## src/hdl/rslb_pkg.sv

```systemverilog
// Package: types, constants and register codes of the shift light block.
`timescale 1ns / 1ps
package rslb_pkg;

  localparam int RPM_W     = 16;
  localparam int TIME_W    = 32;
  localparam int MASK_W    = 14;
  localparam int CFG_W     = 16;
  localparam int CFG_IDX_W = 3;

  localparam int LED_PAIRS_DEF = 7;

  // divider operand widths
  localparam int DIV_NUM_W = 32;
  localparam int DIV_DEN_W = 16;
  localparam int DIV_CNT_W = $clog2(DIV_NUM_W);

  // register indexes
  localparam logic [CFG_IDX_W-1:0] CFG_ON_RPM   = 3'd0;
  localparam logic [CFG_IDX_W-1:0] CFG_OFF_RPM  = 3'd1;
  localparam logic [CFG_IDX_W-1:0] CFG_BAR_LOW  = 3'd2;
  localparam logic [CFG_IDX_W-1:0] CFG_BAR_HIGH = 3'd3;
  localparam logic [CFG_IDX_W-1:0] CFG_BLINK_MS = 3'd4;

  // register reset values
  localparam logic [CFG_W-1:0] ON_RPM_RST   = 16'd5000;
  localparam logic [CFG_W-1:0] OFF_RPM_RST  = 16'd2500;
  localparam logic [CFG_W-1:0] BAR_LOW_RST  = 16'd6500;
  localparam logic [CFG_W-1:0] BAR_HIGH_RST = 16'd9500;
  localparam logic [CFG_W-1:0] BLINK_MS_RST = 16'd150;

  typedef enum logic [1:0] {
    ST_IDLE,
    ST_DIV,
    ST_EMIT
  } state_t;

  typedef enum logic [1:0] {
    MODE_OFF,
    MODE_LOW,
    MODE_BAR,
    MODE_HIGH
  } mode_t;

  typedef struct packed {
    logic                 start;
    logic [DIV_NUM_W-1:0] num;
    logic [DIV_DEN_W-1:0] den;
  } div_req_t;

  typedef struct packed {
    logic                 done;
    logic [DIV_NUM_W-1:0] quot;
  } div_rsp_t;

endpackage

```

## src/hdl/rslb_if.sv

```systemverilog
// Valid/ready channel interfaces for samples and LED results.
`timescale 1ns / 1ps
interface rslb_in_if;
  import rslb_pkg::*;
  logic              valid;
  logic              ready;
  logic [RPM_W-1:0]  rpm;
  logic [TIME_W-1:0] now_ms;

  modport source (output valid, output rpm, output now_ms, input ready);
  modport sink   (input valid, input rpm, input now_ms, output ready);
endinterface

interface rslb_out_if;
  import rslb_pkg::*;
  logic              valid;
  logic              ready;
  logic [MASK_W-1:0] led_mask;
  logic              engine_on;

  modport source (output valid, output led_mask, output engine_on, input ready);
  modport sink   (input valid, input led_mask, input engine_on, output ready);
endinterface

```

## src/hdl/rslb_div.sv

```systemverilog
// Restoring divider, one quotient bit per cycle.
`timescale 1ns / 1ps
module rslb_div (
  input  logic               clk,
  input  logic               rst_n,
  input  rslb_pkg::div_req_t req,
  output rslb_pkg::div_rsp_t rsp
);
  import rslb_pkg::*;

  logic [DIV_DEN_W-1:0] rem_r, rem_nxt;
  logic [DIV_NUM_W-1:0] quo_r, quo_nxt;
  logic [DIV_DEN_W-1:0] den_r;
  logic [DIV_CNT_W-1:0] cnt_r, cnt_nxt;
  logic                 busy_r, busy_nxt;
  logic                 done_r, done_nxt;
  logic [DIV_DEN_W:0]   shifted;
  logic [DIV_DEN_W:0]   diff;
  logic                 qbit;

  // one step: shift in next dividend bit, subtract when it fits
  always_comb begin
    shifted = {rem_r, quo_r[DIV_NUM_W-1]};
    diff    = shifted - {1'b0, den_r};
    qbit    = (shifted >= {1'b0, den_r});
  end

  always_comb begin
    rem_nxt  = rem_r;
    quo_nxt  = quo_r;
    cnt_nxt  = cnt_r;
    busy_nxt = busy_r;
    done_nxt = 1'b0;
    if (req.start) begin
      rem_nxt  = '0;
      quo_nxt  = req.num;
      cnt_nxt  = DIV_CNT_W'(DIV_NUM_W - 1);
      busy_nxt = 1'b1;
    end else if (busy_r) begin
      rem_nxt = qbit ? diff[DIV_DEN_W-1:0] : shifted[DIV_DEN_W-1:0];
      quo_nxt = {quo_r[DIV_NUM_W-2:0], qbit};
      cnt_nxt = cnt_r - 1'b1;
      if (cnt_r == '0) begin
        busy_nxt = 1'b0;
        done_nxt = 1'b1;
      end
    end
  end

  always_ff @(posedge clk) begin
    if (!rst_n) begin
      busy_r <= 1'b0;
      done_r <= 1'b0;
      cnt_r  <= '0;
    end else begin
      busy_r <= busy_nxt;
      done_r <= done_nxt;
      cnt_r  <= cnt_nxt;
    end
  end

  always_ff @(posedge clk) begin
    rem_r <= rem_nxt;
    quo_r <= quo_nxt;
    if (req.start) begin
      den_r <= req.den;
    end
  end

  assign rsp.done = done_r;
  assign rsp.quot = quo_r;

endmodule

```

## src/hdl/rpm_shift_light_bar.sv

```systemverilog
// Top level: engine speed shift light with hysteresis flag and LED bar graph.
// Each sample passes IDLE, DIV (bit-serial divider) and EMIT before its result is registered.
// A new sample is taken only once the last result is loaded; a stalled sink that still
//   holds the result register delays that.
// Reset (rst_n low, synchronous): engine flag off, registers to defaults, both
//   channels empty. No clearing pass.
`timescale 1ns / 1ps
module rpm_shift_light_bar #(
  parameter int LED_PAIRS = rslb_pkg::LED_PAIRS_DEF
) (
  input  logic                            clk,
  input  logic                            rst_n,
  rslb_in_if.sink                         in_ch,
  rslb_out_if.source                      out_ch,
  input  logic                            cfg_we,
  input  logic [rslb_pkg::CFG_IDX_W-1:0]  cfg_addr,
  input  logic [rslb_pkg::CFG_W-1:0]      cfg_wdata
);
  import rslb_pkg::*;

  // bar index n never reaches LED_PAIRS
  localparam int NW = $clog2(LED_PAIRS + 1);

  // configuration registers
  logic [CFG_W-1:0] on_rpm_r, off_rpm_r, bar_low_r, bar_high_r, blink_ms_r;

  // sequencer and per-sample state
  state_t            state_r, state_nxt;
  mode_t             mode_r, mode_nxt;
  logic              flag_r, flag_nxt;

  // result register
  logic              out_valid_r, out_valid_nxt;
  logic [MASK_W-1:0] out_mask_r, out_mask_nxt;
  logic              out_on_r;

  logic              in_xfer;
  logic              out_load;
  logic              in_band;
  logic [RPM_W-1:0]  rpm_ofs;
  logic [RPM_W-1:0]  span;
  logic [DIV_DEN_W-1:0] period;
  logic [NW-1:0]     bar_n;
  logic [MASK_W-1:0] bar_mask;
  logic [MASK_W-1:0] full_mask;
  logic              phase;

  div_req_t div_req;
  div_rsp_t div_rsp;

  // ---------------------------------------------------------------------------
  // Configuration writes; unknown indexes fall through.
  always_ff @(posedge clk) begin
    if (!rst_n) begin
      on_rpm_r   <= ON_RPM_RST;
      off_rpm_r  <= OFF_RPM_RST;
      bar_low_r  <= BAR_LOW_RST;
      bar_high_r <= BAR_HIGH_RST;
      blink_ms_r <= BLINK_MS_RST;
    end else if (cfg_we) begin
      unique case (cfg_addr)
        CFG_ON_RPM:   on_rpm_r   <= cfg_wdata;
        CFG_OFF_RPM:  off_rpm_r  <= cfg_wdata;
        CFG_BAR_LOW:  bar_low_r  <= cfg_wdata;
        CFG_BAR_HIGH: bar_high_r <= cfg_wdata;
        CFG_BLINK_MS: blink_ms_r <= cfg_wdata;
        default: ;
      endcase
    end
  end

  // ---------------------------------------------------------------------------
  // Input side: one sample at a time, taken only in IDLE.
  assign in_ch.ready = (state_r == ST_IDLE);
  assign in_xfer     = in_ch.valid && (state_r == ST_IDLE);

  // Hysteresis: set test first, clear test second.
  always_comb begin
    flag_nxt = flag_r;
    if (in_xfer) begin
      flag_nxt = flag_r || (in_ch.rpm > on_rpm_r);
      if (in_ch.rpm < off_rpm_r) begin
        flag_nxt = 1'b0;
      end
    end
  end

  // Band is empty by construction when high <= low.
  assign in_band = (in_ch.rpm > bar_low_r) && (in_ch.rpm < bar_high_r);

  always_comb begin
    mode_nxt = mode_r;
    if (in_xfer) begin
      priority if (!flag_nxt)                mode_nxt = MODE_OFF;
      else if (in_ch.rpm <= bar_low_r)       mode_nxt = MODE_LOW;
      else if (in_band)                      mode_nxt = MODE_BAR;
      else                                   mode_nxt = MODE_HIGH;
    end
  end

  // Divider job: bar index in the band, blink phase otherwise.
  assign rpm_ofs = in_ch.rpm - bar_low_r;
  assign span    = bar_high_r - bar_low_r;
  assign period  = (blink_ms_r == '0) ? DIV_DEN_W'(1) : blink_ms_r;

  always_comb begin
    div_req.start = in_xfer;
    if (in_band) begin
      div_req.num = DIV_NUM_W'(rpm_ofs) * DIV_NUM_W'(LED_PAIRS);
      div_req.den = span;
    end else begin
      div_req.num = in_ch.now_ms;
      div_req.den = period;
    end
  end

  rslb_div u_div (
    .clk   (clk),
    .rst_n (rst_n),
    .req   (div_req),
    .rsp   (div_rsp)
  );

  // ---------------------------------------------------------------------------
  // Sequencer: IDLE -> DIV (wait for quotient) -> EMIT (wait for result slot).
  assign out_load = (state_r == ST_EMIT) && (!out_valid_r || out_ch.ready);

  always_comb begin
    state_nxt = state_r;
    unique case (state_r)
      ST_IDLE: if (in_xfer)      state_nxt = ST_DIV;
      ST_DIV:  if (div_rsp.done) state_nxt = ST_EMIT;
      ST_EMIT: if (out_load)     state_nxt = ST_IDLE;
      default:                   state_nxt = ST_IDLE;
    endcase
  end

  // ---------------------------------------------------------------------------
  // LED pattern from the quotient.
  assign bar_n = div_rsp.quot[NW-1:0];
  assign phase = div_rsp.quot[0];

  always_comb begin
    for (int k = 0; k < MASK_W; k++) begin
      bar_mask[k]  = (int'(bar_n) >= (k >> 1));
      full_mask[k] = ((k >> 1) < LED_PAIRS);
    end
  end

  always_comb begin
    unique case (mode_r)
      MODE_OFF:  out_mask_nxt = '0;
      MODE_LOW:  out_mask_nxt = phase ? MASK_W'(3) : '0;
      MODE_BAR:  out_mask_nxt = bar_mask;
      MODE_HIGH: out_mask_nxt = phase ? full_mask : '0;
      default:   out_mask_nxt = '0;
    endcase
  end

  always_comb begin
    out_valid_nxt = out_valid_r;
    if (out_load) begin
      out_valid_nxt = 1'b1;
    end else if (out_ch.ready) begin
      out_valid_nxt = 1'b0;
    end
  end

  always_ff @(posedge clk) begin
    if (!rst_n) begin
      state_r     <= ST_IDLE;
      mode_r      <= MODE_OFF;
      flag_r      <= 1'b0;
      out_valid_r <= 1'b0;
    end else begin
      state_r     <= state_nxt;
      mode_r      <= mode_nxt;
      flag_r      <= flag_nxt;
      out_valid_r <= out_valid_nxt;
    end
  end

  // result payload, held while the sink stalls
  always_ff @(posedge clk) begin
    if (out_load) begin
      out_mask_r <= out_mask_nxt;
      out_on_r   <= flag_r;
    end
  end

  assign out_ch.valid     = out_valid_r;
  assign out_ch.led_mask  = out_mask_r;
  assign out_ch.engine_on = out_on_r;

endmodule

```

## src/flat_wrapper.sv

```systemverilog
// flat-port wrapper written by rule: the top's interface ports become plain ports
module rpm_shift_light_bar_flat import rslb_pkg::*;
#(
  parameter int LED_PAIRS = rslb_pkg::LED_PAIRS_DEF
)
  (clk, rst_n, cfg_we, cfg_addr, cfg_wdata, in_ch_valid, in_ch_rpm, in_ch_now_ms, in_ch_ready, out_ch_valid, out_ch_led_mask, out_ch_engine_on, out_ch_ready);
  rslb_in_if in_ch_i ();
  rslb_out_if out_ch_i ();
  input  logic clk;
  input  logic rst_n;
  input  logic cfg_we;
  input  logic [rslb_pkg::CFG_IDX_W-1:0] cfg_addr;
  input  logic [rslb_pkg::CFG_W-1:0] cfg_wdata;
  input wire logic [$bits(in_ch_i.valid)-1:0] in_ch_valid;
  input wire logic [$bits(in_ch_i.rpm)-1:0] in_ch_rpm;
  input wire logic [$bits(in_ch_i.now_ms)-1:0] in_ch_now_ms;
  output wire logic [$bits(in_ch_i.ready)-1:0] in_ch_ready;
  output wire logic [$bits(out_ch_i.valid)-1:0] out_ch_valid;
  output wire logic [$bits(out_ch_i.led_mask)-1:0] out_ch_led_mask;
  output wire logic [$bits(out_ch_i.engine_on)-1:0] out_ch_engine_on;
  input wire logic [$bits(out_ch_i.ready)-1:0] out_ch_ready;
  assign in_ch_i.valid = in_ch_valid;
  assign in_ch_i.rpm = in_ch_rpm;
  assign in_ch_i.now_ms = in_ch_now_ms;
  assign in_ch_ready = in_ch_i.ready;
  assign out_ch_valid = out_ch_i.valid;
  assign out_ch_led_mask = out_ch_i.led_mask;
  assign out_ch_engine_on = out_ch_i.engine_on;
  assign out_ch_i.ready = out_ch_ready;
  rpm_shift_light_bar #(.LED_PAIRS(LED_PAIRS)) u_core (.clk(clk), .rst_n(rst_n), .in_ch(in_ch_i), .out_ch(out_ch_i), .cfg_we(cfg_we), .cfg_addr(cfg_addr), .cfg_wdata(cfg_wdata));
endmodule
```

## config.mk

```make
export PLATFORM = sky130hd
export DESIGN_NAME = rpm_shift_light_bar_flat
export DESIGN_NICKNAME = d
export VERILOG_FILES = /design/src/hdl/rslb_pkg.sv /design/src/hdl/rslb_if.sv /design/src/hdl/rslb_div.sv /design/src/hdl/rpm_shift_light_bar.sv /design/src/flat_wrapper.sv
export SDC_FILE = /design/constraint.sdc
export NUM_CORES = 1
export LEC_CHECK = 0
export ABC_AREA = 1
export ABC_CLOCK_PERIOD_IN_PS = 3260
export BUFFER_PORTS_ARGS = -buffer_cell sky130_fd_sc_hd__buf_2
export CELL_PAD_IN_SITES_DETAIL_PLACEMENT = 1
export CELL_PAD_IN_SITES_GLOBAL_PLACEMENT = 1
export CORE_UTILIZATION = 35
export DETAILED_ROUTE_END_ITERATION = 8
export GPL_TIMING_DRIVEN = 0
export PLACE_DENSITY_LB_ADDON = 0.1
export SYNTH_ARGS = -nofsm -noshare
export SYNTH_HDL_FRONTEND = slang
export SYNTH_SLANG_ARGS = --single-unit
```

## constraint.sdc

```tcl
create_clock -name clk -period 3.26 [get_ports clk]
set_input_delay 0.163 -clock clk [delete_from_list [all_inputs] [get_ports clk]]
set_output_delay 0.163 -clock clk [all_outputs]
set_load 0.03 [all_outputs]
```

=== Yosys cells after proc, flatten, opt, wreduce, memory -nomap -nowiden ===
Index checks and enable logic that the tools add are counted.

* Register bits: 172
* Input bits: 72
* Output and inout port bits: 17

* Add/sub/neg operators: 4
* Multipliers: 1
* Magnitude comparators: 12
* Equal/unequal tests: 12
* Muxes and demuxes: 25
* Bitwise operators: 2
* Reductions and logical operators: 20

{| class="wikitable"
|+ Operators by type and width
! kind !! count
|-
| two-way mux 32 bit || 2
|-
| case mux 14 bit (4 select lines) || 1
|-
| two-way mux 48 bit || 1
|-
| subtractor 16 bit || 3
|-
| > comparator 16 bit || 2
|-
| < comparator 16 bit || 2
|-
| two-way mux 16 bit || 2
|-
| multiplier 16 x 3 -> 19 bit, second input constant || 1
|-
| greater-or-equal comparator 17 x 16 -> 1 bit || 1
|-
| <= comparator 16 bit || 1
|-
| zero test 16 bit || 1
|-
| two-way mux 14 bit || 1
|-
| two-way mux 2 bit || 6
|-
| two-way mux 5 bit || 2
|-
| AND reduction 2 bit || 5
|-
| greater-or-equal comparator 3 bit, second input constant || 3
|-
| two-way mux 1 bit || 9
|-
| == test 2 bit, second input constant || 3
|-
| == test 3 x 2 -> 1 bit, second input constant || 2
|-
| greater-or-equal comparator 3 x 2 -> 1 bit, second input constant || 2
|-
| case mux 2 bit (3 select lines) || 1
|-
| zero test 5 bit || 1
|-
| subtractor 5 x 1 -> 5 bit, second input constant || 1
|-
| == test 2 x 1 -> 1 bit, second input constant || 2
|-
| other kinds (14) || 21
|}

=== Logic depth before layout (Yosys ltp) ===
Gate-level depths: netlist of run 1.

* Depth after elaboration: 5
* Depth in mapped cells: 30
* Mapped depth without buffers: 30

=== Cells and area by module ===
A second synthesis of run 1 with hierarchy kept.

* Cell total of the unflattened synthesis: 1699
* Area, all modules: 12055.3 µm²

{| class="wikitable"
|+ By module, submodules not included
! module !! times used !! cells an instance !! area each (µm²) !! seq. area each (µm²)
|-
| rpm_shift_light_bar || 1 || 1180 || 7972.6 || 1961.9
|-
| rslb_div || 1 || 519 || 4082.7 || 1901.8
|}

=== Least setup slack after synthesis of run 1 ===
No wires, ideal clock.

* Path kind: register -> register
* Start: register u_core.bar_low_r[0]
* End: register u_core.u_div.quo_r[17] (data pin)
* Setup time: 0.254 ns
* Data arrival time: 3.315 ns
* Slack: -0.309 ns
* Stages on the path, launching flop included: 22
* Clock period less this slack: 3.569 ns
* Cells stage by stage: dfxtp_1 -> ha_1 -> fa_1 -> inv_1 -> nand3_1 -> nand2_1 -> xor2_1 -> inv_1 -> fa_1 -> inv_1 -> ha_1 -> nand2_1 -> o21ai_0 -> nand2_1 -> nand2_1 -> nand2_1 -> nand2_1 -> nand2_1 -> nand2_1 -> nand2_1 -> nand3_1 -> nand2_1

* Word-level cells in the longest chain between the ends: 4
* Elaborated cells on any way between the ends: 6

{| class="wikitable"
|+ Ends and longest elaborated chain
! item !! line !! text
|-
| from (decl) || rpm_shift_light_bar.sv:25 || <nowiki>logic [CFG_W-1:0] on_rpm_r, off_rpm_r, bar_low_r, bar_high_r, blink_ms_r;</nowiki>
|-
| from (signal assigned) || rpm_shift_light_bar.sv:64 || <nowiki>CFG_BAR_LOW: bar_low_r <= cfg_wdata;</nowiki>
|-
| subtractor 16 bit / > comparator 16 bit (equally long branches) || rpm_shift_light_bar.sv:102, rpm_shift_light_bar.sv:89 ||
|-
| multiplier 16 x 3 -> 19 bit / logical AND 1 bit (equally long branches) || rpm_shift_light_bar.sv:109, rpm_shift_light_bar.sv:89 ||
|-
| two-way mux 48 bit (*) || rpm_shift_light_bar.sv:108 || <nowiki>if (in_band) begin</nowiki>
|-
| two-way mux 32 bit (*) || rslb_div.sv:34 || <nowiki>if (req.start) begin</nowiki>
|-
| via u_core.u_div.quo_nxt[17] || rslb_div.sv:12 || <nowiki>logic [DIV_NUM_W-1:0] quo_r, quo_nxt;</nowiki>
|-
| to (signal assigned) || rslb_div.sv:64 || <nowiki>quo_r <= quo_nxt;</nowiki>
|-
| to (decl) || rslb_div.sv:12 ||
|}

The timed path passes the listed nets; every way through them passes the cells marked *.
A chain may end at the register's enable or synchronous reset.

=== Worst setup path after layout of run 1 ===
* Start: register u_core.bar_low_r[0]
* End: register u_core.u_div.quo_r[12] (data pin)

The elaborated chain is that of the path after synthesis.

==> impl_metrics.ini, run 1 <==
[status]
outcome = finished, violations left
violations = setup timing

[critical_path]
rr_worst_depth = 22
required_ps = 3450
cp.arrival_ps = 3940
critical_path_class = reg2reg
r2r_end = u_core.u_div.quo_r[12]
cp_slowest_cell = dfxtp_4
critPathBufInv = 4
rrSetupSlack_ps = -490
crit_family = simple AND/OR/NAND/NOR gates
end_kind = flop
crit_top_cell = nand2_1
timing.rr.start = u_core.bar_low_r[0]
cp_cell_sequence = ha_4 > fa_2 > inv_2 > nand3_2 > nand2_4 > nand2_4 > nand2_8 > buf_12 > xor2_4 > inv_1 > nand2_1 > nand2_1 > inv_2 > ha_4 > ha_4 > a21oi_4 > o21ai_4 > nand3b_1 > xnor2_2 > nand2_1 > nand3_2 > nand2_1
critical_path.max_stage_delay_ps = 380
startpoint_type = flop
critPathMaxFanout = 4

[pwr]
intPower_mw = 5.29
seqPwrFrac_pct = 26.8
finalPower_mw = 8.82
power.net_switching_mw = 3.52
p_per_area_nw_per_um2 = 578
pwr-share-comb_pct = 51.7
vdd_drop_max_mv = 0.400
leakage_nw = 7.07
swShare_pct = 40.0
p_clk_share_pct = 21.5

[synth]
syn-instance-count = 1613
synth_nets = 1816
syn_avg_cell_area_um2 = 7.32
ys_ff_latch = 165
syn_area_um2 = 11800
ys_seq_area_share_pct = 32.7
synth_top_area_share_pct = 18.5
yosys-top-cells-area = dfxtp_1 18%, edfxtp_1 14%, nand2_1 14%
synthFlopType = dfxtp_1
synth-warning-count = 0
synthArstFlopShare_pct = 0
yosysTopAreaCell = dfxtp_1
synth-edff-count = 56
synth_cell_type_count = 49

[clock_network]
clock_sinks = 165
clkTransAtPathRegs_ps = 70
htree_num_levels = 4
cts_tree = built
cts_buffers = 17
clockBufferDepth = 2
cts_root_buffer = clkbuf_16
clock_latency_ps = 440

[die]
ios = 89
fp.dieArea_um2 = 34500
die_h_um = 186
core_area_um2 = 32900
fp.dieW_um = 186
rows = 66
start_util_pct = 35.9

[sta]
slew_headroom_pct = 50.5
max_freq_ghz = 0.267
finalCriticalPeriod_ps = 3750
period_share_pct = 115
fin_skew_ps = 13.3
tightest_slew_ps = 740
rsz0062_at_grt = yes
setup_slack_ps = -489
hold_violations = 0
drv_slew = 0
setup_violations = 14

[drt]
drt-pass1-iter-count = 4
post_drt_via_cell_ratio = 5.09
remaining_drc_errors = 0
routed_wl_mm = 41.8
drt_iter0_drc = 537
ant_nets = 0
vias = 11500
wire_per_inst_um = 18.5

[grt]
grt_pass1_vias = 11600
track_usage_pct = 23.8
grt_max_degree = 33
grt_overflow = 0
antenna_found_initial = 2
grt_first_pass_wirelength_mm = 62.3

[placed_design]
io_buffers = 88
dp.cells = 2143
place.gp.congestion = 0.869
place_hpwl_mm = 30.6

[final_layout]
final_cell_mix = 390 x nand2_1, 176 x inv_1, 115 x a21oi_1
final_common_cell = nand2_1
synthToLayoutAreaGrowth_pct = 29.3
nets = 2000
drive_gt1_share_pct = 24.7
fin_cells = 2252
n_antenna_cell = 0

[min_path]
hold_path_class = in2reg
min-delay-start = in_ch_now_ms[31]
min_to = u_core.u_div.quo_r[31]
holdPathStages = 3

[flow_run]
cap_viol_max_count = 0
-- tightest hold or removal path, cell delays in order --
cell     delay (ps)
buf_2            80
nand2_1          50
nand2_1          50
-- power groups by stage --
stage	logic [mW]	registers, mW	clock network [mW]
2_1_floorplan	2.03	2.39	0
3_3_place_gp	2.71	2.41	0
3_5_place_dp	2.78	2.41	0
4_1_cts	3.96	2.37	1.94
5_1_grt	4.88	2.38	2.03
6_report	4.55	2.36	1.90
-- metal layers --
layer	global-route usage, %	share of wire, %
met3	3.03	2.9
met4	7.41	2.8
met5	0	0.029
met2	42.0	49
met1	30.0	45
-- cell type report --
cell class / instances / area, um^2
Multi-Input combinational cell: 1188 / 8120
Buffer: 51 / 293
Timing Repair inverter: 1 / 7.51
Fill cell: 4043 / 17600
Inverter: 209 / 796
Clock buffer: 18 / 439
Tap cell: 442 / 553
Clock inverter: 14 / 104
Timing Repair Buffer: 164 / 1070
Sequential cell: 165 / 3870
-- kinds of logic after synthesis --
family | after synthesis | share of synthesized area, %
and+or+nand+nor | 697 | 25.2
buffers and inverters | 260 | 9.11
adders and majority gates | 131 | 14.4
DFF | 165 | 32.7
xor gates and xnor gates | 45 | 3.34
AOI/OAI and AO/OA | 315 | 15.3
-- stage by stage --
step                      utilization, %  cell area, um^2  setup TNS, ps  setup WS [ps]  hold WS [ps]
final                               46.4            15300          -4700           -489          7.23
after global routing                46.4            15300          -6670           -623          23.7
after CTS                           45.2            14900          -2270           -255          1.35
after detailed placement            39.4            13000          -7400           -855           435
after global placement              39.4            13000          -6940           -744           440
after floorplan                        -            12000          -4.57          -4.57           276
-- synth_stat cells (7+ instances only) --
cell type and n:
buf_4 12, nand2_1 447, ha_1 123, o211ai_1 16, nor2_1 92, edfxtp_1 56, xnor2_1 27, o21bai_2 10
dfxtp_1 109, nand3_1 82, clkbuf_1 27, fa_1 8, xor2_1 18, nand3b_1 25, inv_1 204, nand2_2 7
a21oi_1 140, nand4_1 11, a21o_1 10, nor3_1 15, o21ai_0 98, o21bai_1 14
-- worst max-delay path by stage --
| stage | startpoint | to | cells past startpoint |
|---|---|---|---|
| after floorplan | u_core.bar_low_r[4] | u_core.u_div.quo_r[17] | 19 |
| after global placement | u_core.bar_low_r[0] | u_core.u_div.quo_r[18] | 25 |
| after detailed placement | u_core.bar_low_r[1] | u_core.u_div.quo_r[18] | 18 |
| after CTS | u_core.bar_low_r[0] | u_core.u_div.quo_r[17] | 23 |
| after global routing | u_core.bar_low_r[0] | u_core.u_div.quo_r[10] | 23 |
| final | u_core.bar_low_r[0] | u_core.u_div.quo_r[12] | 22 |
-- sequential cells by signal, summed over array words and instances (netlist names) --
name,flops
u_core.out_ch.engine_on,1
u_core.u_div.quo_r,32
u_core.blink_ms_r,16
u_core.mode_r,2
u_core.bar_high_r,16
u_core.state_r,2
u_core.u_div.rem_r,16
u_core.out_ch.led_mask,7
u_core.u_div.den_r,16
u_core.flag_r,1
u_core.u_div.busy_r,1
u_core.on_rpm_r,16
u_core.off_rpm_r,16
u_core.out_ch.valid,1
u_core.bar_low_r,16
u_core.u_div.done_r,1
u_core.u_div.cnt_r,5
-- timing repair --
action | in CTS | in global routing
setup endpoints to repair | 14 | 46
buffers inserted | 51 | 16
cloned | 0 | 1
resized for setup | 192 | 72
hold endpoints to repair | 10 | 0
pin swaps | 85 | 57
hold buffers | 10 | 0
Note: power is estimated with default switching activity, not from simulation.
==> run 2, diff against run 1 <==
--- a/config.mk
+++ b/config.mk
@@ -13,6 +13,7 @@
 export CORE_UTILIZATION = 35
 export DETAILED_ROUTE_END_ITERATION = 8
 export GPL_TIMING_DRIVEN = 0
+export MAX_ROUTING_LAYER = met4
 export PLACE_DENSITY_LB_ADDON = 0.1
 export SYNTH_ARGS = -nofsm -noshare
 export SYNTH_HDL_FRONTEND = slang
==> impl_metrics.ini, run 2 (same netlist as run 1, synthesis figures left out) <==
[sta]
hold_violations = 0
tightest_slew_ps = 712
setup_slack_ps = -505
setup_violations = 14
drv_slew = 0
period_share_pct = 115
slew_headroom_pct = 52.3
max_freq_ghz = 0.266
finalCriticalPeriod_ps = 3760
fin_skew_ps = 14.2
rsz0062_at_grt = yes

[die]
fp.dieW_um = 186
fp.dieArea_um2 = 34500
ios = 89
rows = 66
core_area_um2 = 32900
start_util_pct = 35.9
die_h_um = 186

[drt]
post_drt_via_cell_ratio = 5.10
drt_iter0_drc = 511
remaining_drc_errors = 0
routed_wl_mm = 41.8
ant_nets = 0
vias = 11500
wire_per_inst_um = 18.6
drt-pass1-iter-count = 4

[final_layout]
synthToLayoutAreaGrowth_pct = 29.2
drive_gt1_share_pct = 24.6
regMostFlops = u_core.u_div.quo_r
largest_reg_flops = 32
fin_cells = 2251
final_common_cell = nand2_1
design_area_um2 = 15200
num-fill-cells = 4046
final_cell_mix = 390 x nand2_1, 176 x inv_1, 115 x a21oi_1
nets = 1998

[placed_design]
placed_area_um2 = 13000
io_buffers = 88
dp.cells = 2143
place_hpwl_mm = 30.6
place.gp.congestion = 0.883

[critical_path]
cp.arrival_ps = 3960
critical_path_class = reg2reg
startpoint_type = flop
critPathMaxFanout = 4
end_kind = flop
required_ps = 3460

[pwr]
seqPwrFrac_pct = 26.8
vdd_drop_max_mv = 0.401
pwr-share-comb_pct = 51.6
p_clk_share_pct = 21.6
p_per_area_nw_per_um2 = 578
power.net_switching_mw = 3.52
leakage_nw = 7.06
intPower_mw = 5.29
swShare_pct = 40.0

[grt]
grt_first_pass_wirelength_mm = 62.2
grt_overflow = 0
grt_max_degree = 33
track_usage_pct = 24.5
antenna_found_initial = 2
grt_pass1_vias = 11600

[status]
violations = setup timing
outcome = finished, violations left

[clock_network]
clock_sinks = 165
clkTransAtPathRegs_ps = 70
cts_root_buffer = clkbuf_16
cts_buffers = 17
clock_latency_ps = 450
cts_tree = built
clockBufferDepth = 2
htree_num_levels = 4

[min_path]
hold_path_class = in2reg

[flow_run]
cap_viol_max_count = 0
## run 2: changes by cell type in the layout (fill, tap and decap cells not counted), sizes merged
cell,previous run,this run
buf,178,176
diode,0,1
## run 2: what timing repair did
action                     4_1_cts  5_1_grt
pin swaps                       85       57
setup buffers                   51       14
setup endpoints to repair       14       46
gates resized for setup        192       72
hold endpoints to repair        10        0
hold buffers                    10        0
cloned                           0        1
## run 2: worst max-delay path, cell delays in order (launching register included)
cell and delay [ps]:
dfxtp_4 380, ha_4 170, fa_2 340, inv_2 70
nand3_2 90, nand2_4 120, nand2_4 80, nand2_8 100
buf_12 120, xor2_4 220, inv_1 90, nand2_1 90
nand2_1 90, inv_2 90, ha_4 200, ha_4 280
a21oi_4 250, o21ai_4 100, nand3b_1 230, xnor2_2 180
nand2_1 90, nand3_2 90, nand2_1 60
## run 2: area by class of cell
cell class	instances	area (um^2)	share of cell area (%)
diodes	1	2.50	0.0164
plain buffers	51	293	1.92
clock buffers	18	439	2.88
clock inverters	14	104	0.681
inverters	209	796	5.22
multi-input cells	1188	8120	53.3
flip-flops and latches	165	3870	25.4
well taps	442	553	3.63
repair buffers	162	1060	6.93
repair inverters	1	7.51	0.0492
## run 2: final timing paths
path,endpoint,startpoint,cells past startpoint,slack [ps]
setup / recovery,u_core.u_div.quo_r[12],u_core.bar_low_r[0],22,-500
hold / removal,u_core.u_div.quo_r[31],in_ch_now_ms[31],3,5
setup reg to reg,u_core.u_div.quo_r[12],u_core.bar_low_r[0],22,-500
hold reg to reg,u_core.on_rpm_r[4],u_core.on_rpm_r[4],2,460
## run 2: per-layer routing
metal | vias to the layer above | global-route usage, % | part of all wire, %
li1 | 5679 | - | -
met1 | 5551 | 29.9 | 45
met2 | 200 | 41.9 | 49
met3 | 56 | 3.11 | 2.9
met4 | 0 | 7.74 | 2.8
met5 | - | - | 0
## run 2: power groups by stage
stage	combinational, mW	sequential [mW]	clock, mW
3_3_place_gp	2.71	2.41	0
6_report	4.55	2.36	1.90
3_5_place_dp	2.78	2.41	0
4_1_cts	3.96	2.37	1.94
2_1_floorplan	2.03	2.39	0
5_1_grt	4.88	2.38	2.02
## run 2: metrics by stage
| stage | power [mW] | setup slack (ps) | util [%] | TNS [ps] | hold slack (ps) |
|---|---|---|---|---|---|
| 5_1_grt | 9.28 | -626 | 46.4 | -6730 | 23.6 |
| 3_3_place_gp | 5.12 | -744 | 39.4 | -6940 | 440 |
| 6_report | 8.81 | -505 | 46.4 | -4780 | 4.52 |
| 3_5_place_dp | 5.19 | -855 | 39.4 | -7400 | 435 |
| 4_1_cts | 8.27 | -255 | 45.2 | -2270 | 1.35 |
| 2_1_floorplan | 4.42 | -4.57 | - | -4.57 | 276 |
==> run 3, diff against run 2 <==
--- a/config.mk
+++ b/config.mk
@@ -15,6 +15,8 @@
 export GPL_TIMING_DRIVEN = 0
 export MAX_ROUTING_LAYER = met4
 export PLACE_DENSITY_LB_ADDON = 0.1
+export REMOVE_ABC_BUFFERS = 1
+export SKIP_LAST_GASP = 1
 export SYNTH_ARGS = -nofsm -noshare
 export SYNTH_HDL_FRONTEND = slang
 export SYNTH_SLANG_ARGS = --single-unit
==> impl_metrics.ini, run 3 (same netlist as run 1, synthesis figures left out) <==
[status]
outcome = finished, violations left
violations = setup timing

[drt]
wire_per_inst_um = 18.0
routed_wl_mm = 39.8
vias = 11200
ant_nets = 0
post_drt_via_cell_ratio = 5.07
drt_iter0_drc = 565
drt-pass1-iter-count = 5
remaining_drc_errors = 0

[critical_path]
cp.arrival_ps = 3970
end_kind = flop
rrSetupSlack_ps = -500
rr_worst_depth = 19
critical_path_class = reg2reg
required_ps = 3470
cp_cell_sequence = buf_4 > fa_2 > inv_2 > nand3_2 > nand2_4 > a31o_4 > xor2_4 > xnor2_1 > inv_1 > ha_4 > ha_4 > a21oi_2 > o21ai_0 > nand2_1 > nand3b_1 > xnor2_1 > nand2_1 > nand3_1 > nand2_1
crit_top_cell = nand2_1
critical_path.max_stage_delay_ps = 390
timing.rr.start = u_core.bar_low_r[1]
crit_family = adder cells
critPathBufInv = 3
cp_slowest_cell = fa_2
cp.depth = 19
startpoint_type = flop
critPathMaxFanout = 4
r2r_end = u_core.u_div.quo_r[12]

[pwr]
seqPwrFrac_pct = 25.5
p_clk_share_pct = 23.3
vdd_drop_max_mv = 0.377
leakage_nw = 6.97
pwr-share-comb_pct = 51.2
p_per_area_nw_per_um2 = 610
swShare_pct = 40.4
intPower_mw = 5.53
power.net_switching_mw = 3.75

[final_layout]
regMostFlops = u_core.u_div.quo_r
largest_reg_flops = 32
fin_cells = 2209
final_common_cell = nand2_1
num-fill-cells = 4082
synthToLayoutAreaGrowth_pct = 28.8
drive_gt1_share_pct = 23.8
final_cell_mix = 396 x nand2_1, 177 x inv_1, 117 x a21oi_1
nets = 1955
fin_util_pct = 46.2

[sta]
period_share_pct = 115
setup_slack_ps = -503
max_freq_ghz = 0.266
tightest_slew_ps = 1340
setup_violations = 15
rsz0062_at_grt = yes
fin_skew_ps = 14.4
hold_violations = 0
slew_headroom_pct = 10.4
finalCriticalPeriod_ps = 3760
drv_slew = 0

[die]
start_util_pct = 35.9
core_area_um2 = 32900
die_h_um = 186
rows = 66
fp.dieArea_um2 = 34500
ios = 89
fp.dieW_um = 186

[min_path]
min-delay-start = in_ch_now_ms[29]
min_to = u_core.u_div.quo_r[29]
hold_path_class = in2reg
holdPathStages = 3

[clock_network]
cts_root_buffer = clkbuf_16
clock_sinks = 165
clock_latency_ps = 450
clockBufferDepth = 2
htree_num_levels = 4
clkTransAtPathRegs_ps = 80
cts_tree = built
cts_buffers = 17

[flow_run]
cap_viol_max_count = 0

[placed_design]
place_hpwl_mm = 27.1
place_ws_ps = -1300
place.gp.congestion = 0.885
io_buffers = 88
dp.cells = 2092

[grt]
track_usage_pct = 23.4
grt_max_degree = 80
grt_pass1_vias = 11400
use_met1_pct = 29.7
grt.busiest_layer = met2
grtUsageMet2_pct = 39.6
antenna_found_initial = 2
use_met3_pct = 2.82
grt_overflow = 0
grt_first_pass_wirelength_mm = 60.9
run 3: area by class of cell:
cell class	instances	area [um^2]	area share, %
repair inverters	2	12.5	0.0823
clock buffers	17	425	2.80
multi-input cells	1189	8210	54.0
clock inverters	15	189	1.24
well taps	442	553	3.64
flip-flops and latches	165	3870	25.5
repair buffers	168	1140	7.49
diodes	2	5.00	0.0329
inverters	209	800	5.26
run 3: timing repair:
item,in CTS,in global routing
endpoints found under the setup margin,66,60
cloned,2,1
pin swaps,100,61
hold endpoints to repair,11,0
buffers inserted,53,17
hold buffers,11,0
resized for setup,232,56
run 3: worst max path at each step:
stage,from,endpoint,slack [ps]
finish,u_core.bar_low_r[1],u_core.u_div.quo_r[12],-500
global placement,u_core.state_r[1],u_core.u_div.quo_r[12],-1270
floorplan,u_core.bar_low_r[0],u_core.u_div.quo_r[17],-350
CTS,u_core.bar_low_r[0],u_core.u_div.quo_r[18],-330
global route,u_core.bar_low_r[11],u_core.u_div.quo_r[17],-670
detailed placement,u_core.state_r[1],u_core.u_div.quo_r[13],-1300
run 3: power groups by stage:
stage / clock [mW] / sequential [mW] / combinational [mW]
2_1_floorplan: 0 / 2.39 / 1.82
3_3_place_gp: 0 / 2.40 / 2.51
3_5_place_dp: 0 / 2.41 / 2.54
4_1_cts: 2.20 / 2.36 / 4.02
5_1_grt: 2.29 / 2.38 / 5.08
6_report: 2.16 / 2.36 / 4.75
run 3: layer usage:
layer	up-vias	wire [um]
met4	0	535
met5	-	0
met3	34	870
met1	5427	18500
li1	5583	-
met2	156	19900
run 3: worst register-to-register path, stage by stage (launching register included):
cell	delay, ps
dfxtp_4	360
buf_4	140
fa_2	390
inv_2	70
nand3_2	80
nand2_4	140
a31o_4	220
xor2_4	220
xnor2_1	150
inv_1	100
ha_4	290
ha_4	210
a21oi_2	300
o21ai_0	230
nand2_1	120
nand3b_1	100
xnor2_1	200
nand2_1	80
nand3_1	80
nand2_1	60
run 3: through the flow:
| stage | instance area [um^2] | power [mW] | TNS, ps | hold slack [ps] |
|---|---|---|---|---|
| finish | 15200 | 9.28 | -5100 | 10.6 |
| global route | 15200 | 9.74 | -14280 | 12.2 |
| CTS | 14800 | 8.58 | -3000 | 2.13 |
| detailed placement | 12500 | 4.95 | -63260 | 440 |
| global placement | 12500 | 4.91 | -63210 | 431 |
| floorplan | 11500 | 4.21 | -10920 | 248 |
